## src/sv/apa_pkg.sv

```systemverilog
// Shared types and constants for the average plaquette accumulator.
// No dependencies; imported by every module of the block.
package apa_pkg;

  localparam int MAX_SITES_DEF  = 65536;
  localparam int ANGLE_BITS_DEF = 16;

  localparam int LINK_W  = 16;
  localparam int COS_W   = 18;  // signed Q1.16 cosine, -65536..65536
  localparam int SUM_W   = 35;  // signed accumulator
  localparam int MAG_W   = 34;  // magnitude of the accumulator
  localparam int COUNT_W = 18;  // plaquette count register
  localparam int MEAN_W  = 18;  // signed Q1.16 mean

  localparam logic [COUNT_W-1:0] COUNT_RESET = COUNT_W'(3);
  localparam logic [16:0]        ONE_Q16     = 17'd65536;

  // Cosine lane pipeline depth: phase, square, five Horner products, finish.
  localparam int LANE_LAT = 8;

  // Q30 Horner coefficients of cos(pi/2 * u), lowest order first.
  localparam int COEF_W = 31;
  localparam logic [COEF_W-1:0] COS_COEF [0:4] = '{
    31'd1324675879, 31'd272375560, 31'd22401992, 31'd987048, 31'd27061
  };

  // Per-beat control that rides along with the lanes.
  typedef struct packed {
    logic valid;
    logic last;
  } ctl_t;

  // Handoff from the accumulator to the divider.
  typedef struct packed {
    logic                    start;
    logic signed [SUM_W-1:0] sum;
  } div_req_t;

endpackage

```

## src/sv/apa_divider.sv

```systemverilog
// Restoring divider for the mean, one quotient bit per cycle, plus result hold.
// Depends on apa_pkg (div_req_t, widths).
module apa_divider import apa_pkg::*; (
  input  logic                     clk,
  input  logic                     rst,
  input  div_req_t                 req,
  input  logic [COUNT_W-1:0]       count,
  output logic                     busy,
  output logic                     out_valid,
  input  logic                     out_ready,
  output logic signed [MEAN_W-1:0] mean,
  output logic signed [SUM_W-1:0]  sum
);

  typedef enum logic [1:0] {IDLE, RUN, HOLD} state_t;

  localparam int CNT_W = $clog2(MAG_W + 1);

  state_t             state;
  logic               neg;
  logic [COUNT_W-1:0] divisor;
  logic [COUNT_W-1:0] rem;
  logic [MAG_W-1:0]   quo;
  logic [CNT_W-1:0]   steps;

  logic [COUNT_W:0]   trial;
  logic               fits;
  logic [COUNT_W:0]   diff;
  logic [MAG_W-1:0]   quo_next;
  logic [16:0]        qcap;
  logic [SUM_W-1:0]   abs_sum;

  assign trial    = {rem, quo[MAG_W-1]};
  assign fits     = trial >= {1'b0, divisor};
  assign diff     = trial - {1'b0, divisor};
  assign quo_next = {quo[MAG_W-2:0], fits};
  assign qcap     = (quo_next > MAG_W'(ONE_Q16)) ? ONE_Q16 : quo_next[16:0];
  assign abs_sum  = req.sum[SUM_W-1] ? SUM_W'(-req.sum) : SUM_W'(req.sum);

  assign busy      = state != IDLE;
  assign out_valid = state == HOLD;

  always_ff @(posedge clk) begin
    if (rst) begin
      state <= IDLE;
      steps <= '0;
    end else begin
      case (state)
        IDLE: begin
          if (req.start) begin
            state   <= RUN;
            steps   <= '0;
            neg     <= req.sum[SUM_W-1];
            sum     <= req.sum;
            quo     <= abs_sum[MAG_W-1:0];
            rem     <= '0;
            divisor <= (count == '0) ? COUNT_W'(1) : count;
          end
        end
        RUN: begin
          rem   <= fits ? diff[COUNT_W-1:0] : trial[COUNT_W-1:0];
          quo   <= quo_next;
          steps <= steps + CNT_W'(1);
          if (steps == CNT_W'(MAG_W - 1)) begin
            state <= HOLD;
            mean  <= neg ? -$signed({1'b0, qcap}) : $signed({1'b0, qcap});
          end
        end
        HOLD: begin
          if (out_ready) begin
            state <= IDLE;
          end
        end
        default: state <= IDLE;
      endcase
    end
  end

endmodule

```

## config.mk

```make
export PLATFORM = sky130hd
export DESIGN_NAME = apa_divider
export DESIGN_NICKNAME = d
export VERILOG_FILES = /design/src/sv/apa_pkg.sv /design/src/sv/apa_divider.sv
export SDC_FILE = /design/constraint.sdc
export NUM_CORES = 1
export LEC_CHECK = 0
export BUFFER_PORTS_ARGS = -buffer_cell sky130_fd_sc_hd__buf_2
export CAP_MARGIN = 20
export CORE_MARGIN = 10
export CORE_UTILIZATION = 52
export DETAILED_ROUTE_END_ITERATION = 8
export PLACE_DENSITY = 0.85
export SLEW_MARGIN = 20
export SYNTH_ARGS = -nofsm -noshare
export SYNTH_HDL_FRONTEND = slang
export SYNTH_SLANG_ARGS = --single-unit
```

## constraint.sdc

```tcl
create_clock -name clk -period 3.23 [get_ports clk]
set_input_delay 0.4845 -clock clk [delete_from_list [all_inputs] [get_ports clk]]
set_output_delay 0.4845 -clock clk [all_outputs]
set_load 0.05 [all_outputs]
```

Word level (Yosys, flattened, before mapping) --
Cells that the tools add are included.
Operators by class: equality and inequality tests 6, multiply operators 0, $add $sub $neg 4, bitwise operators 1, shifts and indexed selects 0, div/mod/pow operators 0, magnitude comparators 2, mux-type cells 14, reduce and logical (&&, ||, !) cells 9
Operator list (number):
- $mux W34 | 2
- $pmux W34 S2 | 1
- $mux W18 | 2
- $pmux W18 S2 | 1
- $gt A34 B17 Y1 const B | 1
- $mux W17 | 2
- $neg A34 Y34 | 1
- $ge A19 B18 Y1 | 1
- $logic_not A18 Y1 | 1
- $neg A17 Y18 | 1
- $sub A18 B18 Y18 | 1
- $pmux W6 S2 | 1
- $reduce_and A3 Y1 | 4
- $add A6 B1 Y6 const B | 1
- $eq A6 B6 Y1 const B | 1
- $mux W2 | 3
- $mux W6 | 1
- $pmux W2 S3 | 1
- $ne A2 B2 Y1 const B | 2
- $reduce_bool A2 Y1 | 2
- $eq A2 B1 Y1 const B | 1
- $eq A2 B2 Y1 const B | 1
- $logic_not A2 Y1 | 1
- $ne A2 B1 Y1 const B | 1
- other kinds (2) | 2
Storage, ports and cells: bits of input ports 57, register bits 132, word-level logic and storage cells 45, memory bits (read-only) 0, bits in latches 0, bits in writable memories 0, memories 0, output and inout bits 55

Logic depth before layout (Yosys ltp) --
Gate-level depths: netlist of the first run.
word-level depth 5, mapped depth 12, mapped depth without buffers 12

Least setup slack after synthesis of the first run --
No wires, ideal clock.
path type reg-to-reg, from register state[0], to register quo[0] (enable), path buffers 1, clock period less this slack 3.461 ns, library setup time 0.463 ns, setup slack -0.231 ns, cell stages (with the launch flop) 5, arrival time 2.998 ns, data required time 2.767 ns, path through dfxtp_1 > nor2b_1 > clkbuf_1 > a21oi_1 > nor2_1
Between the ends: cells in the longest elaborated chain, start to end 3, elaborated cells on any way between the ends 5, classes of those cells eq/ne (2); reduce/logical (3)
RTL lines:
- from (decl) | line apa_divider.sv:19 | state_t state;
- from (signal assigned) | line apa_divider.sv:45 | state <= IDLE;
- from (signal assigned) | line apa_divider.sv:51 | state <= RUN;
- from (signal assigned) | line apa_divider.sv:65 | state <= HOLD;
- $eq A2 B1 Y1 or $logic_not A2 Y1 (tied branches) | line apa_divider.sv:48 | case (state)
- $reduce_bool A2 Y1 (no line) or $ne A2 B2 Y1 (tied branches)
- $reduce_and A3 Y1 (no line) *
- to (signal assigned) | line apa_divider.sv:55 | quo <= abs_sum[MAG_W-1:0];
- to (signal assigned) | line apa_divider.sv:62 | quo <= quo_next;
- to (decl) | line apa_divider.sv:23 | logic [MAG_W-1:0] quo;
Every way passes the cells marked *; elsewhere a longest branch is shown, timed or not. A chain may end at the register's enable or synchronous reset.

Final worst setup path of the first run --
from register rem[8], to register mean[8] (data pin)
Between the ends: cells in the longest elaborated chain, start to end 5
RTL lines:
- from (decl) | line apa_divider.sv:22 | logic [COUNT_W-1:0] rem;
- from (signal assigned) | line apa_divider.sv:61 | rem <= fits ? diff[COUNT_W-1:0] : trial[COUNT_W-1:0];
- $ge A19 B18 Y1 * | line apa_divider.sv:34 | assign fits = trial >= {1'b0, divisor};
- $gt A34 B17 Y1 | line apa_divider.sv:37 | assign qcap = (quo_next > MAG_W'(ONE_Q16)) ? ONE_Q16 : quo_next[16:0];
- $mux W17 * | line apa_divider.sv:37
- $neg A17 Y18 | line apa_divider.sv:66 | mean <= neg ? -$signed({1'b0, qcap}) : $signed({1'b0, qcap});
- $mux W17 * | line apa_divider.sv:66
- to (signal assigned) | line apa_divider.sv:66
- to (decl) | line apa_divider.sv:11 | output logic signed [MEAN_W-1:0] mean,
Marks and branches as above.

==> qor.tcl, run 1 <==
set qor(timing.clock.skew_ns) 0.00948
set qor(arrival_ns) 3.26
set qor(timing.slew.headroom) 0.464
set qor(hold_violations) 0
set qor(rsz0062_at_grt) {false}
set qor(total_gr_overflow) 0
set qor(layoutNonFillerInstCount) 954
set qor(routed_metal_1_wire_length_um) 6780
set qor(final_design_area_excluding_fillers_um2) 8370
set qor(setup_violations) 0
set qor(grt_first_pass_wirelength_um) 25700
set qor(cts_tree) {yes}
set qor(number_of_clock_buffers_inserted_by_tritoncts) 17
set qor(ir_worst_vdd_v) 0.000387
set qor(ff2ff_setup_slack_ns) 0.14
set qor(power-per-cell-area_nw_per_um2) 541
set qor(final-seq-area_um2) 3850
set qor(ys_seq_area_frac) 0.549
set qor(yosys_warnings) 0
set qor(ctsHoldBuffers) 0
set qor(width_of_the_chip_um) 136
set qor(cp-startpoint) {rem[8]}
set qor(critical_path.endpoint_type) {flip-flop}
set qor(largest_net_degree_at_the_start_of_global_routing) 70
set qor(finalCriticalPeriod_ns) 3.09
set qor(multi_input_area_um2) 2920
set qor(synth_area_per_cell_um2) 10.6
set qor(core_area_um2) 13200
set qor(synthesis.nets) 744
set qor(area.growth.synth_to_final_pct) 19.3
set qor(synthCells) 664
set qor(fp.dieH_um) 136
set qor(run_status) {finished clean}
set qor(route.final.wire_length_um) 16000
set qor(buffer_type_at_the_clock_tree_root) {clkbuf_16}
set qor(final_cycle_utilization_of_the_critical_path) 0.958
set qor(max_freq_ghz) 0.323
set qor(clkTransAtPathRegs_ns) 0.06
set qor(cp_data_required_time_ns) 3.40
set qor(place.detailed.instances) 922
set qor(antennaDiodeCount) 0
set qor(tightestPinTransition_ns) 0.802
set qor(dr.first_iter.drc_count) 533
set qor(vias_per_cell) 5.60
set qor(finalMaxSlewViolations) 0
set qor(routed.top_layer) {met4}
set qor(synthesis.area_um2) 7020
set qor(most_common_cell_after_layout_fill_and_taps_aside) {edfxtp_1}
set qor(worstHoldPathType) {in2reg}
set qor(maxCapViolCount) 0
set qor(finalSetupTns_ns) 0
set qor(power_leakage_uw) 0.00325
set qor(worst-setup-path-type) {reg2reg}
set qor(placement_rows) 42
set qor(worst_hold_startpoint) {count[3]}
set qor(initial_core_util) 0.530
set qor(via_count_of_the_first_global_routing_pass) 5271
set qor(dp_hpwl_um) 11600
set qor(numPortBuffers) 111
set qor(design.die.area_um2) 18500
set qor(rr_startpoint) {rem[8]}
set qor(post_synthesis_cell_type_count) 58
set qor(cts.htree.levels) 4
set qor(drt_pass1_iterations) 5
set qor(track_usage) 0.176
set qor(remaining_drc_errors) 0
set qor(num-nets-final) 846
set qor(worst_hold_slack_ns) 0.246
set qor(route.met3.wl_um) 1180
set qor(largest_driver_fanout_on_the_critical_path) 7
set qor(route.antenna.remaining_nets) 0
set qor(cts_sinks) 131
set qor(nFillCells) 1055
set qor(critPathLaunchType) {flip-flop}
set qor(clockBufferDepth) 2
set qor(io_pins) 112
set qor(mostFrequentLayoutCells) {edfxtp_1, buf_2, nand2_1}
set qor(dominantRegCellSynth) {edfxtp_1}
set qor(vias) 5342
set qor(gp_congestion) 0.887
set qor(met2_wirelength_um) 7670
set qor(synth.ff_latch_count) 131
set qor(post_dp_cell_area_um2) 7790
set qor(synth_async_sr_flop_share) 0
set qor(worst_skew_pair.late_latency_ns) 0.42
set qor(post_route_cells_drive_above_1_share) 0.231
set qor(antenna_violations_before_repair) 0
set qor(wl_per_cell_um) 16.7
set qor(synth-edff-count) 123
[synthesized netlist by cell type (5+ instances only)]
cell type  number  share of area
edfxtp_1      123           0.53
o21a_1          5         0.0053
dfxtp_1         8          0.023
nand2_1        63          0.034
clkbuf_1       37          0.020
nand2b_1        5         0.0045
nor2b_1        11         0.0098
nor3_1         17          0.012
o21ai_1         7         0.0050
or3_1           5         0.0045
o31ai_1        11          0.012
ha_1           22          0.039
a31oi_1         7         0.0062
xnor2_1        17          0.021
nand3_1        17          0.012
a21oi_1        38          0.027
xor2_1         31          0.039
a21o_1          6         0.0064
o21ai_0        52          0.037
inv_1          35          0.019
a211oi_1        6         0.0064
mux2i_1         8          0.011
nor4_1         15          0.013
nor2_1         57          0.030
[per-stage QoR]
stage	utilization	total power [uW]	setup slack [ns]
floorplan	-	2520	0.0170
global placement	0.588	2700	0.159
detailed placement	0.588	2720	0.0752
CTS	0.631	4550	0.109
global route	0.632	4710	0.0181
finish	0.632	4530	0.137
[power breakdown]
part,switching (uW),internal (uW)
clock,711,1120
combinational,420,240
sequential,59.7,1980
total,1190,3340
[final timing paths]
path                              endpoint  cells after the start
worst max register to register     mean[8]                      8
worst min-delay path            divisor[3]                      1
worst max-delay path               mean[8]                      8
worst min register to register    steps[4]                      2
[critical path: stages (launching register included)]
cell and delay (ns):
edfxtp_1 0.41, ha_1 0.38, nand3_1 0.18, nor4_1 0.52
or3_1 0.22, o21ai_2 0.09, a41oi_1 0.52, a2111oi_0 0.15
or3_1 0.37
[routing by layer]
layer / vias to the layer above / track usage
met5: - / 0
met4: 0 / 0.0740
met3: 29 / 0.0590
met2: 174 / 0.273
met1: 2509 / 0.219
li1: 2630 / -
[layout make-up]
class | count | share of cell area
Multi-Input combinational cell | 454 | 0.348
Sequential cell | 131 | 0.460
Inverter | 35 | 0.0157
Tap cell | 176 | 0.0263
Clock inverter | 13 | 0.0163
Clock buffer | 18 | 0.0512
Timing Repair Buffer | 127 | 0.0822
[repair_timing]
action                     in CTS  in global routing
setup endpoints to repair       0                  3
buffers inserted                0                  1
gates resized for setup         0                  3
[state kept, by name, indices dropped and copies added, names as in the netlist]
name / cells
divisor: 18
sum: 35
steps: 6
mean: 18
state: 2
quo: 34
rem: 18
[cell families (layout without fill, tap and decap cells)]
logic type	Yosys count	after routing	synth area share
flops	131	131	0.549
compound gates	155	155	0.137
xor+xnor	48	48	0.0599
simple gates	220	220	0.157
buf+inv	79	193	0.0437
mux	8	8	0.0114
fa+ha+maj	23	23	0.0421
Note: power is estimated with default switching activity, not from simulation.
==> run 2, diff against run 1 <==
--- a/config.mk
+++ b/config.mk
@@ -5,6 +5,7 @@
 export SDC_FILE = /design/constraint.sdc
 export NUM_CORES = 1
 export LEC_CHECK = 0
+export ABC_AREA = 1
 export BUFFER_PORTS_ARGS = -buffer_cell sky130_fd_sc_hd__buf_2
 export CAP_MARGIN = 20
 export CORE_MARGIN = 10
==> qor.tcl, run 2 <==
set qor(run_status) {finished clean}
set qor(finalCriticalPeriod_ns) 2.87 ;# -0.225 ns
set qor(drt_pass1_iterations) 5 ;# unchanged
set qor(yosys_warnings) 0 ;# unchanged
set qor(worst_skew_pair.late_latency_ns) 0.43 ;# about the same
set qor(dp_hpwl_um) 12000 ;# +3.2%
set qor(multi_input_area_um2) 3010 ;# +3.1%
set qor(worstHoldPathType) {in2reg}
set qor(vias_per_cell) 5.29 ;# -5.5%
set qor(cts.htree.levels) 4 ;# unchanged
set qor(initial_core_util) 0.532 ;# +0.00186
set qor(largest_driver_fanout_on_the_critical_path) 21 ;# +14
set qor(route.final.wire_length_um) 16300 ;# +2.1%
set qor(final_cycle_utilization_of_the_critical_path) 0.888 ;# -0.0696
set qor(synthesis.nets) 907 ;# +22%
set qor(critical_path.endpoint_type) {flip-flop}
set qor(numPortBuffers) 111 ;# unchanged
set qor(ctsHoldBuffers) 0 ;# unchanged
set qor(post_route_cells_drive_above_1_share) 0.187 ;# -0.0440
set qor(nFillCells) 1140 ;# +8.1%
set qor(design.die.area_um2) 19400 ;# +4.4%
set qor(remaining_drc_errors) 0 ;# unchanged
set qor(buffer_type_at_the_clock_tree_root) {clkbuf_16}
set qor(core_area_um2) 13900 ;# +4.8%
set qor(fp.dieH_um) 139 ;# +2.2%
set qor(clkTransAtPathRegs_ns) 0.06 ;# about the same
set qor(timing.clock.skew_ns) 0.0103 ;# +0.000810 ns
set qor(synth_top_area_cell) {edfxtp_1}
set qor(largest_net_degree_at_the_start_of_global_routing) 79 ;# +13%
set qor(antennaDiodeCount) 0 ;# unchanged
set qor(setup_violations) 0 ;# unchanged
set qor(synth_top_area_share) 0.500 ;# -0.0259
set qor(synth-edff-count) 123 ;# unchanged
set qor(rr_startpoint) {rem[13]}
set qor(width_of_the_chip_um) 139 ;# +2.2%
set qor(whs_path_depth) 1 ;# unchanged
set qor(mostFrequentLayoutCells) {nand2_1, edfxtp_1, buf_2}
set qor(most_repeated_cell_in_the_gate_level_netlist_after_synthesis) {nand2_1}
set qor(cts_sinks) 131 ;# unchanged
set qor(timing.slew.headroom) 0.528 ;# +0.0638
set qor(ys_seq_area_frac) 0.522 ;# -0.0271
set qor(post_synthesis_cell_type_count) 50 ;# -14%
set qor(place.detailed.instances) 1083 ;# +17%
set qor(regMostFlops) {sum}
set qor(gp_congestion) 0.950 ;# +7.1%
set qor(worst-setup-path-type) {reg2reg}
set qor(area.growth.synth_to_final_pct) 16.9
set qor(cts_tree) {yes}
set qor(clockBufferDepth) 2 ;# unchanged
set qor(ir_worst_vdd_v) 0.000356 ;# -8.1%
set qor(total_gr_overflow) 0 ;# unchanged
set qor(synth_area_per_cell_um2) 8.93 ;# -16%
set qor(power_leakage_uw) 0.00369 ;# +13%
set qor(hold_end) {divisor[16]}
set qor(cts_setup_buffers) 0 ;# unchanged
set qor(placement_rows) 43 ;# +2.4%
set qor(synthCells) 827 ;# +25%
set qor(finalMaxSlewViolations) 0 ;# unchanged
set qor(netlist_top_cells_count) {nand2_1, edfxtp_1, inv_1, nor2_1, o21ai_0}
set qor(largest_reg_flops) 35 ;# unchanged
set qor(via_count_of_the_first_global_routing_pass) 5681 ;# +7.8%
set qor(power-per-cell-area_nw_per_um2) 532 ;# -1.7%
set qor(dominantRegCellSynth) {edfxtp_1}
set qor(finalSetupTns_ns) 0 ;# unchanged
set qor(synthesis.area_um2) 7380 ;# +5.2%
set qor(antenna_violations_before_repair) 2 ;# +2
set qor(layoutNonFillerInstCount) 1114 ;# +17%
set qor(dr.first_iter.drc_count) 527 ;# -1.1%
set qor(vias) 5892 ;# +10%
set qor(synth.ff_latch_count) 131 ;# unchanged
set qor(route.antenna.remaining_nets) 0 ;# unchanged
set qor(top_regs) {sum: 35 flops, quo: 34 flops}
set qor(cp_data_required_time_ns) 3.41 ;# about the same
set qor(final-seq-area_um2) 3850 ;# unchanged
set qor(critPathLaunchType) {flip-flop}
set qor(hold_violations) 0 ;# unchanged
set qor(io_pins) 112 ;# unchanged
set qor(track_usage) 0.167 ;# -0.00819
set qor(post_cts.resized_instances) 0 ;# unchanged
set qor(arrival_ns) 3.05 ;# -0.21 ns
set qor(wl_per_cell_um) 14.6 ;# -13%
set qor(reg2reg_depth) 18 ;# +10
set qor(maxCapViolCount) 0 ;# unchanged
set qor(worst_hold_startpoint) {count[16]}
set qor(synth_async_sr_flop_share) 0 ;# unchanged
set qor(grt_first_pass_wirelength_um) 26900 ;# +4.7%
set qor(ff2ff_setup_slack_ns) 0.36 ;# +0.22 ns
set qor(max_freq_ghz) 0.349 ;# +7.8%
set qor(worst_r2r_endpoint) {mean[10]}
set qor(num-nets-final) 1002 ;# +18%
set qor(netlist_top_cells_area) {edfxtp_1, nand2_1, inv_1, o21ai_0, nor2_1}
set qor(number_of_clock_buffers_inserted_by_tritoncts) 17 ;# unchanged
set qor(most_common_cell_after_layout_fill_and_taps_aside) {nand2_1}
set qor(tightestPinTransition_ns) 0.708 ;# -0.0938 ns
set qor(rsz0062_at_grt) {false}
-- run 2: cell count changes in the layout (fill, tap and decap cells not counted), sizes merged, moves of 11 or more --
cell   change
nor2      +31
nor2b     -11
o21ai     +23
buf       -11
nand3     +15
nor4      -11
nand2    +118
inv       +69
-- run 2: cell type report --
cell class / count / area share
sequential: 131 / 0.447
multi-input combinational: 554 / 0.348
timing repair buffer: 116 / 0.0702
clock buffer: 17 / 0.0493
inverter: 102 / 0.0444
tap: 180 / 0.0261
clock inverter: 14 / 0.0154
-- run 2: how the worst max path moves through the flow --
stage                         from  cells after the start  slack, ns  endpoint
after floorplan           state[0]                      5       0.55    quo[0]
after detailed placement   rem[13]                     18       0.38  mean[10]
final                      rem[13]                     18       0.36  mean[10]
after global placement     rem[13]                     17       0.44   mean[8]
after global routing       rem[13]                     18       0.03  mean[16]
after CTS                  rem[13]                     18       0.36  mean[16]
-- run 2: layer usage --
metal / share of wire / wire length (um) / track usage
met5: 0.0015 / 24 / 0
met4: 0.022 / 365 / 0.0763
met3: 0.074 / 1210 / 0.0521
met2: 0.46 / 7560 / 0.260
met1: 0.44 / 7140 / 0.209
-- run 2: cell families (layout without fill, tap and decap cells) --
logic type | count (synthesis) | in the layout | share of synthesized area
AOI/OAI and AO/OA | 142 | 142 | 0.108
xor gates and xnor gates | 48 | 48 | 0.0569
adders and majority gates | 23 | 23 | 0.0400
buffers and inverters | 142 | 249 | 0.0742
DFF | 131 | 131 | 0.522
and+or+nand+nor | 341 | 341 | 0.199
-- run 2: through the flow --
| step | util | total power, uW | instance area [um2] | worst slack [ns] | hold slack (ns) |
|---|---|---|---|---|---|
| finish | 0.622 | 4590 | 8630 | 0.362 | 0.250 |
| floorplan | - | 2620 | 7390 | 0.547 | 0.452 |
| CTS | 0.622 | 4610 | 8630 | 0.365 | 0.238 |
| global placement | 0.582 | 2800 | 8070 | 0.441 | 0.480 |
| detailed placement | 0.582 | 2820 | 8070 | 0.382 | 0.485 |
| global route | 0.622 | 4790 | 8630 | 0.0260 | 0.241 |
-- run 2: report_power, final --
part / internal, uW / switching (uW)
clock: 1060 / 739
combinational: 231 / 501
sequential: 2000 / 61.2
total: 3290 / 1300
-- run 2: worst max-delay path: stages, from the launching register on --
cell	delay (ns)
edfxtp_1	0.40
ha_1	0.36
nand2_1	0.20
inv_1	0.08
nand2_1	0.07
nand2_1	0.05
nand2_1	0.06
nand2_1	0.05
nor2_1	0.17
nand3_2	0.10
nand2_2	0.29
nand2_2	0.13
ha_1	0.22
nand2_2	0.10
nor2_4	0.06
nand3_1	0.09
nand3_1	0.07
nand2_1	0.10
inv_1	0.04
