### src/sv/apa_pkg.sv
// Shared types and constants for the average plaquette accumulator.
// No dependencies; imported by every module of the block.
package apa_pkg;

  localparam int MAX_SITES_DEF  = 65536;
  localparam int ANGLE_BITS_DEF = 16;

  localparam int LINK_W  = 16;
  localparam int COS_W   = 18;  // signed Q1.16 cosine, -65536..65536
  localparam int SUM_W   = 35;  // signed accumulator
  localparam int MAG_W   = 34;  // magnitude of the accumulator
  localparam int COUNT_W = 18;  // plaquette count register
  localparam int MEAN_W  = 18;  // signed Q1.16 mean

  localparam logic [COUNT_W-1:0] COUNT_RESET = COUNT_W'(3);
  localparam logic [16:0]        ONE_Q16     = 17'd65536;

  // Cosine lane pipeline depth: phase, square, five Horner products, finish.
  localparam int LANE_LAT = 8;

  // Q30 Horner coefficients of cos(pi/2 * u), lowest order first.
  localparam int COEF_W = 31;
  localparam logic [COEF_W-1:0] COS_COEF [0:4] = '{
    31'd1324675879, 31'd272375560, 31'd22401992, 31'd987048, 31'd27061
  };

  // Per-beat control that rides along with the lanes.
  typedef struct packed {
    logic valid;
    logic last;
  } ctl_t;

  // Handoff from the accumulator to the divider.
  typedef struct packed {
    logic                    start;
    logic signed [SUM_W-1:0] sum;
  } div_req_t;

endpackage

### src/sv/apa_accum.sv
// Merge stage: adds the three lane cosines into the saturating accumulator.
// Depends on apa_pkg (ctl_t, div_req_t, widths).
module apa_accum import apa_pkg::*; #(
  parameter int MAX_SITES = MAX_SITES_DEF
) (
  input  logic                    clk,
  input  logic                    rst,
  input  ctl_t                    ctl,
  input  logic signed [COS_W-1:0] cos_xy,
  input  logic signed [COS_W-1:0] cos_xt,
  input  logic signed [COS_W-1:0] cos_yt,
  output div_req_t                req
);

  localparam longint SITE_LIM = longint'(MAX_SITES) * 64'sd196608;
  localparam longint HARD_LIM = 64'sd17179869183;
  localparam longint ACC_LIM  = (SITE_LIM < HARD_LIM) ? SITE_LIM : HARD_LIM;
  localparam logic signed [SUM_W:0] LIM_POS = (SUM_W+1)'(ACC_LIM);
  localparam logic signed [SUM_W:0] LIM_NEG = -LIM_POS;

  logic signed [SUM_W-1:0] acc;
  logic signed [SUM_W:0]   total;
  logic signed [SUM_W-1:0] sat;

  assign total = (SUM_W+1)'(acc) + (SUM_W+1)'(cos_xy) + (SUM_W+1)'(cos_xt)
               + (SUM_W+1)'(cos_yt);

  always_comb begin
    if (total > LIM_POS) begin
      sat = SUM_W'(LIM_POS);
    end else if (total < LIM_NEG) begin
      sat = SUM_W'(LIM_NEG);
    end else begin
      sat = total[SUM_W-1:0];
    end
  end

  always_ff @(posedge clk) begin
    if (rst) begin
      acc       <= '0;
      req.start <= 1'b0;
    end else begin
      req.start <= ctl.valid && ctl.last;
      if (ctl.valid) begin
        acc <= ctl.last ? '0 : sat;
      end
      if (ctl.valid && ctl.last) begin
        req.sum <= sat;
      end
    end
  end

endmodule

### config.mk
export PLATFORM = sky130hd
export DESIGN_NAME = apa_accum
export DESIGN_NICKNAME = d
export VERILOG_FILES = /design/src/sv/apa_pkg.sv /design/src/sv/apa_accum.sv
export SDC_FILE = /design/constraint.sdc
export NUM_CORES = 1
export LEC_CHECK = 0
export BUFFER_PORTS_ARGS = -buffer_cell sky130_fd_sc_hd__buf_2
export CORE_UTILIZATION = 58
export CTS_CLUSTER_SIZE = 8
export DETAILED_ROUTE_END_ITERATION = 8
export PLACE_DENSITY = 0.81
export RECOVER_POWER = 25
export SETUP_SLACK_MARGIN = 0.05
export SLEW_MARGIN = 40
export SYNTH_ARGS = -nofsm -noshare
export SYNTH_HDL_FRONTEND = slang
export SYNTH_SLANG_ARGS = --single-unit
export TNS_END_PERCENT = 50
### constraint.sdc
create_clock -name clk -period 6.9 [get_ports clk]
set_input_delay 0.345 -clock clk [delete_from_list [all_inputs] [get_ports clk]]
set_output_delay 0.345 -clock clk [all_outputs]
set_load 0.02 [all_outputs]
After elaboration in Yosys (flattened, before gate mapping)
Cells that the tools add are included.
- flip-flop bits (word level): 71
- input port bits: 58
- logic and storage cells: 14
- magnitude comparators: 2
- bitwise operators: 1
- multiplexer cells: 3
- reduce and logical (&&, ||, !) cells: 2
- add/subtract/negate cells: 3
- operators with widths (cell ; count):
    $mux W35 ; 3
    $add A36 B18 Y36 ; 2
    $add A35 B18 Y36 ; 1
    $gt A36 B35 Y1 const B ; 1
    $lt A36 B35 Y1 const B ; 1
    $reduce_and A2 Y1 ; 1
    $logic_and A1 B1 Y1 ; 1
    $not A1 Y1 ; 1

Depth between registers and ports, before layout
Gate-level depths: netlist (run 1).
- depth after elaboration: 7
- mapped depth: 19

Worst setup path before layout (run 1)
Ideal clock, no wire load.
- path type: input to register
- from: input port cos_xy[17]
- to: register req[8] (netlist bit) (data pin)
- stages: 16
- buffers on the path: 3
- arrival time: 4902 ps
- data required time: 6636 ps
- setup slack: 1734 ps
- cell sequence: fa_1 -> fa_1 -> ha_1 -> clkbuf_1 -> nand4_1 -> nor3_1 -> a32o_1 -> a211oi_1 -> o41ai_1 -> xor2_1 -> nor2_1 -> a2bb2oi_2 -> o21a_1 -> buf_6 -> buf_2 -> nor2_1
- cells in the longest elaborated chain, start to end: 6
- elaborated cells between the ends (all ways): 7
- classes of those cells: 3 x add/sub; 2 x order compare; 2 x mux
- RTL lines (element ; RTL line ; source):
    from (decl) ; apa_accum.sv:9 ; input logic signed [COS_W-1:0] cos_xy,
    $add A35 B18 Y36 * ; apa_accum.sv:25 ; assign total = (SUM_W+1)'(acc) + (SUM_W+1)'(cos_xy) + (SUM_W+1)'(cos_xt)
    $add A36 B18 Y36 * ; apa_accum.sv:25 ;
    $add A36 B18 Y36 * ; apa_accum.sv:26 ; + (SUM_W+1)'(cos_yt);
    $lt A36 B35 Y1 ; apa_accum.sv:31 ; end else if (total < LIM_NEG) begin
    $mux W35 ; apa_accum.sv:31 ;
    $mux W35 * ; apa_accum.sv:29 ; if (total > LIM_POS) begin
    net sat[8] ; apa_accum.sv:23 ; logic signed [SUM_W-1:0] sat;
    to (decl) ; apa_accum.sv:12 ; output div_req_t req
Mark *: on every way through the listed nets, which the timed path passes. The rest lies on a longest branch.
A chain may end at the register's enable or synchronous reset.

Final worst setup path (run 1)
- from: input port cos_xy[17]
- to: register req[10] (netlist bit) (data pin)
The elaborated chain is that of the path after synthesis.

==> reports/results.txt, run 1 <==
Yosys top cell by area: fa_1
FP Rows: 36
type of the worst min-delay path: in2reg
PortBufs: 93
final setup violation count: 0
root buffer cell: clkbuf_8
number of vias per cell: 5.65
ant diodes: 0
Placed Area: 6480 µm²
chip width: 103 µm
EDFF count, synth: 35
Critical Path Sink Type: flip-flop
Area growth syn-to-layout: 11.7%
core area: 9820 µm²
Mapped Nets: 768
Crit Path Category: in2reg
first-pass GRT wire length: 21800 µm
Routed Wire Length: 13700 µm
outcome: complete, no violations
hold_buf cts: 0
RePlAce Congestion: 0.896
CTS Sinks: 71
Post-synth top flop: dfxtp_1
Worst-Margin Slew: 787 ps
HP Start: ctl[0]
Crit-path slowest cell: fa_1
share of flip-flops with an asynchronous set or reset: 0%
required time worst endpoint: 7000 ps
RR Endpoint: req[10]
Worst Hold Endpoint: req[35]
routed via count: 4797
Min Hold Slack: 251 ps
Remaining Overflow, GRT: 0
Worst Path Arrival: 5850 ps
Worst-Skew Late Latency: 370 ps
Ports: 94
Slew HR: 47.1%
Final Instance Count excl. Fillers: 849
maximum number of pins on one net before global-route repair: 34
Synth Area per Inst: 9.50 µm²
Initial Util: 60.2%
setup bufs post-CTS: 0
vias in the first global route: 4600
Commonest cells post-synth: 97 x inv_1, 67 x nand2_1, 53 x fa_1
final hold violation count: 0
Clock Power Share: 8.4%
share of layout cells above drive strength 1: 15.9%
unrepaired setup endpoints after global routing: false
drt wl/cell: 16.1 µm
Clock Path Buffers: 2
TritonCTS Buffers: 9
WHS Path Cells: 2
crit start category: input port
FF+latch count, synth: 71
PostCTS Resize Cnt: 0
Final ANT Viol Nets: 0
Slew Limit Fails: 0
worst r2r src: acc[4]
synth top area cells: fa_1 18%, edfxtp_1 18%, dfxtp_1 12%
Placed Instances: 833
critical path's largest stage delay: 630 ps
antenna violations before repair: 0
Cell Area, Synth: 5910 µm²
overall power: 3610 µW
Ys Warns: 0
drt initial violations: 277
Fill cells: 827
DRT Pass-1 Iters: 7
part of the power in registers: 20.5%
CTS tree: built
Cell Chain, Critical Path: buf_2, fa_1, buf_4, fa_1, ha_1, nand4_1, nor3_1, a32o_1, a211oi_1, o41ai_1, xor2_1, nor2_1, a2bb2oi_2, o21a_2, buf_4, nor2_1
pwr/cell area: 546 nW/µm²
die height: 103 µm
Final Skew: 12.8 ps
Worst-path clk slew: 80 ps
Internal: 1630 µW
nets: 857
Max Freq: 0.174 GHz
maxcap violations: 0
most common cell in the synthesized netlist: inv_1
Worst VDD drop: 0.366 mV
Comb pwr share: 71.1%
synthesized netlist cell count: 622
worst reg2reg path depth: 16
count of cell types in the netlist: 55
Reg2Reg Setup Slack: 1440 ps
GRT Total Usage: 27.2%
Synth top area share: 17.9%
minimum clock period: 5750 ps
sequential share of the synthesized area: 30.0%
drc violations: 0
peak fanout along the critical path: 29
cell leakage power: 0.00291 µW
final instance area: 6600 µm²
Net Sw Power: 1980 µW
DPL Wire Length: 10600 µm
H-tree depth: 3
die area: 10600 µm²
Switching Fraction: 54.8%
setup TNS: 0 ps
Final period util: 83.4%
==> per-layer routing <==
layer  share of wire, %  up-vias  track usage, %  routed length [µm]
li1                   -     2290               -                   -
met1                 44     2293            36.9                6060
met2                 47      181            44.6                6460
met3                5.8       33            4.34                 799
met4                2.6        0            9.53                 362
met5                  0        -               0                   0
==> registers in the layout, summed over array words and instances, names as in the netlist <==
signal,cells
acc,35
req,36
==> critical path, delay by kind of cell <==
kind                       cells  cell delay (ps)
AOI/OAI and AO/OA              5             1880
xor gates and xnor gates       1              310
adders and majority gates      3             1600
buffers and inverters          3              920
and+or+nand+nor                4              760
==> metrics by stage <==
stage / setup slack (ps) / utilization (%)
after global placement: 879 / 66.0
final: 1150 / 67.3
after CTS: 1170 / 67.7
after detailed placement: 824 / 66.0
after global routing: 771 / 67.3
after floorplan: 1730 / -
==> cell type report <==
class	count	area [µm²]	share of cell area, %
inverters	97	364	5.51
multi-input cells	433	3660	55.5
well taps	133	166	2.52
repair buffers	99	469	7.10
clock inverters	4	22.5	0.341
clock buffers	12	145	2.20
flip-flops and latches	71	1770	26.8
==> worst max-delay path by stage <==
| stage | start | endpoint | slack [ps] | cells after the start |
|---|---|---|---|---|
| finish | cos_xy[17] | req[10] | 1150 | 16 |
| CTS | cos_xy[17] | req[10] | 1170 | 16 |
| global placement | cos_xy[17] | req[20] | 880 | 16 |
| detailed placement | cos_xy[17] | req[10] | 820 | 16 |
| floorplan | cos_xy[17] | req[8] | 1730 | 16 |
| global route | cos_xy[17] | req[10] | 770 | 16 |
==> cell usage in the layout, fill, tap and decap left out, types with 2 or more instances in the layout <==
cell type | netlist | layout
clkbuf_8 | 0 | 10
a21oi_2 | 2 | 2
buf_4 | 0 | 6
a21oi_4 | 2 | 2
a21oi_1 | 38 | 38
clkbuf_1 | 12 | 35
nand4_1 | 13 | 13
nor3_1 | 7 | 7
nand2b_1 | 2 | 2
clkinv_2 | 0 | 3
ha_1 | 35 | 35
o211ai_1 | 4 | 4
and3b_1 | 2 | 2
fa_1 | 53 | 53
edfxtp_1 | 35 | 35
o21ai_0 | 21 | 21
o221ai_1 | 2 | 2
buf_2 | 5 | 60
o31ai_2 | 19 | 19
o21a_1 | 5 | 4
o21bai_1 | 10 | 10
dfxtp_1 | 36 | 36
xnor2_1 | 17 | 17
a211oi_1 | 4 | 4
a21o_1 | 9 | 9
nor2b_1 | 7 | 7
inv_1 | 97 | 97
xor2_2 | 2 | 2
nand3_1 | 8 | 8
o21ai_1 | 3 | 3
o31ai_1 | 13 | 13
nor2_1 | 49 | 48
xor2_1 | 14 | 14
and4_1 | 2 | 2
nand2_1 | 67 | 67
a31oi_1 | 2 | 2
==> power groups by stage <==
stage          Clock [µW]  Combinational [µW]  Sequential, µW
2_1_floorplan           0                1960             797
3_3_place_gp            0                2480             743
3_5_place_dp            0                2520             746
4_1_cts               303                2540             738
5_1_grt               327                2800             755
6_report              304                2560             739
==> logic make-up after synthesis <==
| logic type | synth area share [%] |
|---|---|
| and+or+nand+nor | 12.3 |
| xor gates and xnor gates | 5.14 |
| adders and majority gates | 25.5 |
| DFF | 30.0 |
| AOI/OAI and AO/OA | 18.9 |
| buffers and inverters | 8.11 |
(Power assumes the default switching activity.)
==> run 2: changes to the inputs <==
--- a/config.mk
+++ b/config.mk
@@ -5,11 +5,12 @@
 export SDC_FILE = /design/constraint.sdc
 export NUM_CORES = 1
 export LEC_CHECK = 0
+export ABC_AREA = 1
 export BUFFER_PORTS_ARGS = -buffer_cell sky130_fd_sc_hd__buf_2
-export CORE_UTILIZATION = 58
+export CORE_UTILIZATION = 54
 export CTS_CLUSTER_SIZE = 8
 export DETAILED_ROUTE_END_ITERATION = 8
-export PLACE_DENSITY = 0.81
+export PLACE_DENSITY = 0.78
 export RECOVER_POWER = 25
 export SETUP_SLACK_MARGIN = 0.05
 export SLEW_MARGIN = 40
==> constraint.sdc (replaced) <==
create_clock -name clk -period 4.9 [get_ports clk]
set_input_delay 0.245 -clock clk [delete_from_list [all_inputs] [get_ports clk]]
set_output_delay 0.245 -clock clk [all_outputs]
set_load 0.02 [all_outputs]
==> run 2 against run 1 <==
Compared with the run above: the flow now finishes with violations (max-capacitance violations, max-slew violations); hold slack worse by 61 ps; area after synthesis rose by 24%; utilization down 5.4 points; worst setup slack worse by 530 ps; count of clock-buffer cells in the layout down 1; sequential share of layout area fell by 5.2 points; design area is 24% higher; sequential cell count stayed put; non-clock buffer count grew 3; synthesized cell count rose by 66%; critical path type unchanged.
==> reports/results.txt, run 2 <==
Clock Path Buffers: 2 (unchanged)
Routed Wire Length: 18500 µm (+35%)
outcome: finished, violations left
final hold violation count: 0 (unchanged)
Final period util: 87.3%
GRT Total Usage: 27.8% (+0.58 points)
DRT Pass-1 Iters: 7 (unchanged)
root buffer cell: clkbuf_16
chip width: 119 µm (+15%)
Ys Warns: 0 (unchanged)
Slew Limit Fails: 38 (+38)
most common cell after layout, fill and taps aside: nand2_1
type of the worst min-delay path: in2reg
peak fanout along the critical path: 32 (+10%)
top flop regs: req: 36 flops, acc: 35 flops
max FFs per register: 36 (unchanged)
Worst Path Arrival: 4420 ps (-1430 ps)
crit start category: input port
maxcap violations: 1 (+1)
CTS Sinks: 71 (unchanged)
failing checks: max-capacitance violations, max-slew violations
FF+latch count, synth: 71 (unchanged)
Worst-Margin Slew: 1690 ps (+904 ps)
share of layout cells above drive strength 1: 13.2% (-2.8 points)
TritonCTS Buffers: 9 (unchanged)
nets: 1266 (+48%)
Reg2Reg Setup Slack: 940 ps (-500 ps)
unrepaired setup endpoints after global routing: false
synthesized netlist cell count: 1035 (+66%)
most common cell in the synthesized netlist: nand2_1
Remaining Overflow, GRT: 0 (unchanged)
antenna violations before repair: 0 (unchanged)
hold_buf cts: 0 (unchanged)
minimum clock period: 4280 ps
share of flip-flops with an asynchronous set or reset: 0% (unchanged)
Cell Area, Synth: 7350 µm² (+24%)
PostCTS Resize Cnt: 0 (unchanged)
ant diodes: 0 (unchanged)
Biggest register: req
CTS tree: built
setup bufs post-CTS: 0 (unchanged)
final setup violation count: 0 (unchanged)
Critical Path Sink Type: flip-flop
Yosys top cell by area: nand2_1
multi-input logic area: 4520 µm² (+23%)
drc violations: 0 (unchanged)
drt wl/cell: 14.2 µm (-12%)
vias in the first global route: 6198 (+35%)
drt initial violations: 564 (+100%)
DPL Wire Length: 15200 µm (+43%)
Fill cells: 1271 (+54%)
Post-synth top flop: dfxtp_1
sequential share of the synthesized area: 24.1% (-5.8 points)
Mapped Nets: 1181 (+54%)
Synth top area share: 14.9% (-3.0 points)
Register Area: 1770 µm² (unchanged)
setup TNS: 0 ps (unchanged)
die height: 119 µm (+15%)
core area: 13200 µm² (+35%)
routed via count: 6750 (+41%)
synth top area cells: nand2_1 15%, fa_1 14%, edfxtp_1 14%
FP Rows: 42 (+17%)
Worst-Skew Late Latency: 330 ps (-40 ps)
maximum number of pins on one net before global-route repair: 38 (+12%)
Synth Area per Inst: 7.10 µm² (-25%)
required time worst endpoint: 5040 ps (-1960 ps)
number of vias per cell: 5.19 (-8.2%)
first-pass GRT wire length: 30800 µm (+41%)
PortBufs: 93 (unchanged)
Crit Path Category: in2reg
RePlAce Congestion: 0.973 (+8.6%)
die area: 14100 µm² (+33%)
Area growth syn-to-layout: 11.6%
EDFF count, synth: 35 (unchanged)
count of cell types in the netlist: 35 (-36%)
Worst-path clk slew: 60 ps (-20 ps)
Slew HR: -12.7% (-60 points)
Initial Util: 55.5% (-4.7 points)
most frequent cells in the layout: 292 x nand2_1, 228 x inv_1, 86 x a21oi_1
Final Skew: 6.16 ps (-6.67 ps)
Final ANT Viol Nets: 0 (unchanged)
Ports: 94 (unchanged)
Max Freq: 0.234 GHz
H-tree depth: 3 (unchanged)
Commonest cells post-synth: 292 x nand2_1, 228 x inv_1, 86 x a21oi_1
## run 2: changes by cell type in the layout (fill, tap and decap cells not counted), sizes merged, moves of 17 or more
cell,before,now
inv,97,234
nand4,13,42
o21ai,24,7
nand2,67,306
a21oi,42,87
o31ai,32,0
nand3,8,45
nor3,7,36
nor2,49,72
## run 2: metal layers
layer	part of all wire (%)	vias to the layer above	wire length, µm	track usage [%]
met5	0	-	0	0
met3	6.6	24	1210	2.46
li1	-	3380	-	-
met1	47	3087	8590	40.8
met2	45	259	8390	44.4
met4	1.5	0	270	6.41
## run 2: metrics by stage
step,setup slack (ps),hold WS [ps],util [%],area [µm²],cells
finish,621,191,61.9,8200,1301
global route,375,213,61.9,8200,1301
CTS,690,186,62.2,8240,1301
detailed placement,469,467,59.9,7940,1285
global placement,523,460,59.9,7940,1285
floorplan,787,383,-,7350,1035
## run 2: critical path: stages
cell and delay, ps:
buf_2 110, fa_1 520, buf_4 330, fa_1 510
ha_1 420, nand2_1 160, inv_1 50, nand2_1 60
nand2_1 70, a21oi_1 260, nor2_1 140, nor2_1 140
nand3_1 90, nand2_1 190, nand2_1 90, nor2_1 160
nand3_2 120, nand2_4 170, nand2_4 290, nor3_1 280
## run 2: final cells by class
type / count / area share (%)
multi-input cells: 702 / 55.1
flip-flops and latches: 71 / 21.6
inverters: 234 / 10.7
repair buffers: 102 / 6.12
clock buffers: 11 / 2.84
well taps: 176 / 2.69
clock inverters: 5 / 0.885
## run 2: final timing paths
kind | from | to | depth (start not counted)
worst max-delay path | cos_xy[17] | req[0] | 20
worst min-delay path | ctl[1] | req[35] | 3
worst max register to register | acc[15] | req[0] | 19
worst min register to register | acc[34] | acc[34] | 2
## run 2: logic make-up after synthesis
family | share of synthesized area [%]
buf+inv | 14.4
xor+xnor | 1.64
flops | 24.1
fa+ha+maj | 20.4
simple gates | 32.7
compound gates | 6.74
Power of run 2 is not shown: default switching activity piles up to over one toggle a cycle in this logic, so the estimate is an artifact.
==> run 3: changes to the inputs <==
==> constraint.sdc (replaced) <==
create_clock -name clk -period 4.9 [get_ports clk]
set_input_delay 0.98 -clock clk [delete_from_list [all_inputs] [get_ports clk]]
set_output_delay 0.98 -clock clk [all_outputs]
set_load 0.02 [all_outputs]
==> run 3 against run 2 <==
Compared with the run above: the run now ends clean; sequential cell count did not move; hold slack gained 280 ps; global-route usage is essentially flat; via count rose by 2.7%; sequential share of layout area shrank 0.52 points; design area up 2.4%.
==> reports/results.txt, run 3 (synthesis gave the netlist of run 2 again) <==
Routed Wire Length: 18400 µm (-0.30%)
PortBufs: 93 (unchanged)
core area: 13200 µm² (unchanged)
Worst-path clk slew: 60 ps (about the same)
top flop regs: req: 36 flops, acc: 35 flops
Final ANT Viol Nets: 0 (unchanged)
worst r2r src: acc[1]
ant diodes: 0 (unchanged)
Worst-Skew Late Latency: 330 ps (about the same)
Worst Hold Endpoint: acc[34]
Slew HR: 54.3% (+67 points)
final core utilization: 63.4% (+1.5 points)
drt wl/cell: 14.0 µm (-1.2%)
Reg2Reg Setup Slack: 1280 ps (+340 ps)
Final period util: 94.1% (+6.8 points)
Ports: 94 (unchanged)
antenna violations before repair: 0 (unchanged)
unrepaired setup endpoints after global routing: false
root buffer cell: clkbuf_16
nets: 1278 (+0.95%)
type of the worst min-delay path: reg2reg
HP Start: acc[34]
critical path's largest stage delay: 530 ps (about the same)
Max Freq: 0.217 GHz (-7.2%)
Final Skew: 6.43 ps (+0.266 ps)
most common cell after layout, fill and taps aside: nand2_1
final setup violation count: 0 (unchanged)
RePlAce Congestion: 1.02 (+5.2%)
CTS tree: built
first element of the critical path: cos_xy[1]
chip width: 119 µm (unchanged)
number of vias per cell: 5.28 (+1.7%)
setup TNS: 0 ps (unchanged)
Slew Limit Fails: 0 (-100%)
final hold violation count: 0 (unchanged)
hold_buf cts: 0 (unchanged)
Crit-path slowest cell: fa_1
Placed Instances: 1297 (+0.93%)
most frequent cells in the layout: 292 x nand2_1, 228 x inv_1, 86 x a21oi_1
setup bufs post-CTS: 0 (unchanged)
peak fanout along the critical path: 20 (-38%)
drt initial violations: 692 (+23%)
Buf/Inv on CP: 4 (+1)
TritonCTS Buffers: 9 (unchanged)
FP Rows: 42 (unchanged)
share of layout cells above drive strength 1: 14.4% (+1.3 points)
DRT Pass-1 Iters: 6 (-1)
Worst-Margin Slew: 684 ps (-1010 ps)
drc violations: 0 (unchanged)
CTS Sinks: 71 (unchanged)
required time worst endpoint: 5090 ps (+50 ps)
DPL Wire Length: 15000 µm (-1.4%)
Clock Path Buffers: 2 (unchanged)
Initial Util: 55.5% (unchanged)
Crit path max-delay family: adder cells
die height: 119 µm (unchanged)
Register Area: 1770 µm² (unchanged)
Crit Path Category: in2reg
Critical Path Sink Type: flip-flop
maxcap violations: 0 (-1)
GRT Total Usage: 27.8% (-0.044 points)
outcome: complete, no violations
most frequent CP cell: nand2_1
minimum clock period: 4610 ps (+331 ps)
PostCTS Resize Cnt: 0 (unchanged)
max FFs per register: 36 (unchanged)
multi-input logic area: 4520 µm² (+0.11%)
first-pass GRT wire length: 30800 µm (about the same)
vias in the first global route: 6456 (+4.2%)
Fill cells: 1268 (-0.24%)
Worst Path Arrival: 4800 ps (+380 ps)
Remaining Overflow, GRT: 0 (unchanged)
routed via count: 6930 (+2.7%)
Final Instance Count excl. Fillers: 1313 (+0.92%)
maximum number of pins on one net before global-route repair: 38 (unchanged)
H-tree depth: 3 (unchanged)
Area growth syn-to-layout: 14.3%
Cell Chain, Critical Path: buf_2, inv_1, fa_1, inv_1, fa_1, ha_1, fa_1, nand3_1, nand3_2, nand2_1, nand2_2, nand2_1, nand2_1, nand2_1, nand2_1, nor2_1, nand3_1, nor2_1, nand3_2, nand2_4, buf_4, nand3_1, nand2_1, a21oi_1
die area: 14100 µm² (unchanged)
RR Endpoint: acc[33]
WHS Path Cells: 2 (-1)
worst reg2reg path depth: 20 (+1)
Biggest register: req
crit start category: input port
run 3: changes by cell type in the layout (fill, tap and decap cells not counted):
| cell | change |
|---|---|
| nor2_4 | +1 |
| buf_4 | +7 |
| buf_12 | +5 |
| buf_2 | +1 |
| clkbuf_8 | +1 |
| clkbuf_1 | -3 |
| clkinv_4 | +1 |
| bufinv_16 | +1 |
| clkinv_1 | -1 |
| nor2_2 | -1 |
run 3: how the worst max path moves through the flow:
stage                         end  slack (ps)  depth (start not counted)
after floorplan            req[5]          50                         18
after global placement    acc[33]         -10                         24
after detailed placement  acc[33]         -30                         22
after CTS                 acc[33]         310                         22
after global routing      acc[33]          60                         22
final                     acc[33]         290                         24
run 3: per-layer routing:
metal / GRT usage, % / routed length [µm] / vias up
met4: 9.41 / 464 / 0
met5: 0 / 0 / -
met1: 39.7 / 8520 / 3182
met3: 2.85 / 1350 / 33
met2: 43.9 / 8080 / 308
li1: - / - / 3407
run 3: area by class of cell:
type	instances	area share [%]
multi-input combinational	702	53.9
sequential	71	21.1
inverter	234	10.5
timing repair buffer	114	7.81
clock buffer	10	2.85
tap	176	2.62
clock inverter	6	1.28
run 3: metrics by stage:
| stage | instance area (µm²) | hold slack, ps | worst slack (ps) |
|---|---|---|---|
| floorplan | 7350 | 444 | 51.7 |
| global placement | 8090 | 458 | -12.2 |
| detailed placement | 8090 | 464 | -27.0 |
| CTS | 8440 | 472 | 314 |
| global route | 8400 | 486 | 63.4 |
| finish | 8400 | 472 | 290 |
run 3: tightest hold or removal path, cell delays in order, from the launching register on:
cell and delay, ps:
dfxtp_1 310, nand2_1 60, a21oi_1 60
Power of run 3 is left out for the same reason.
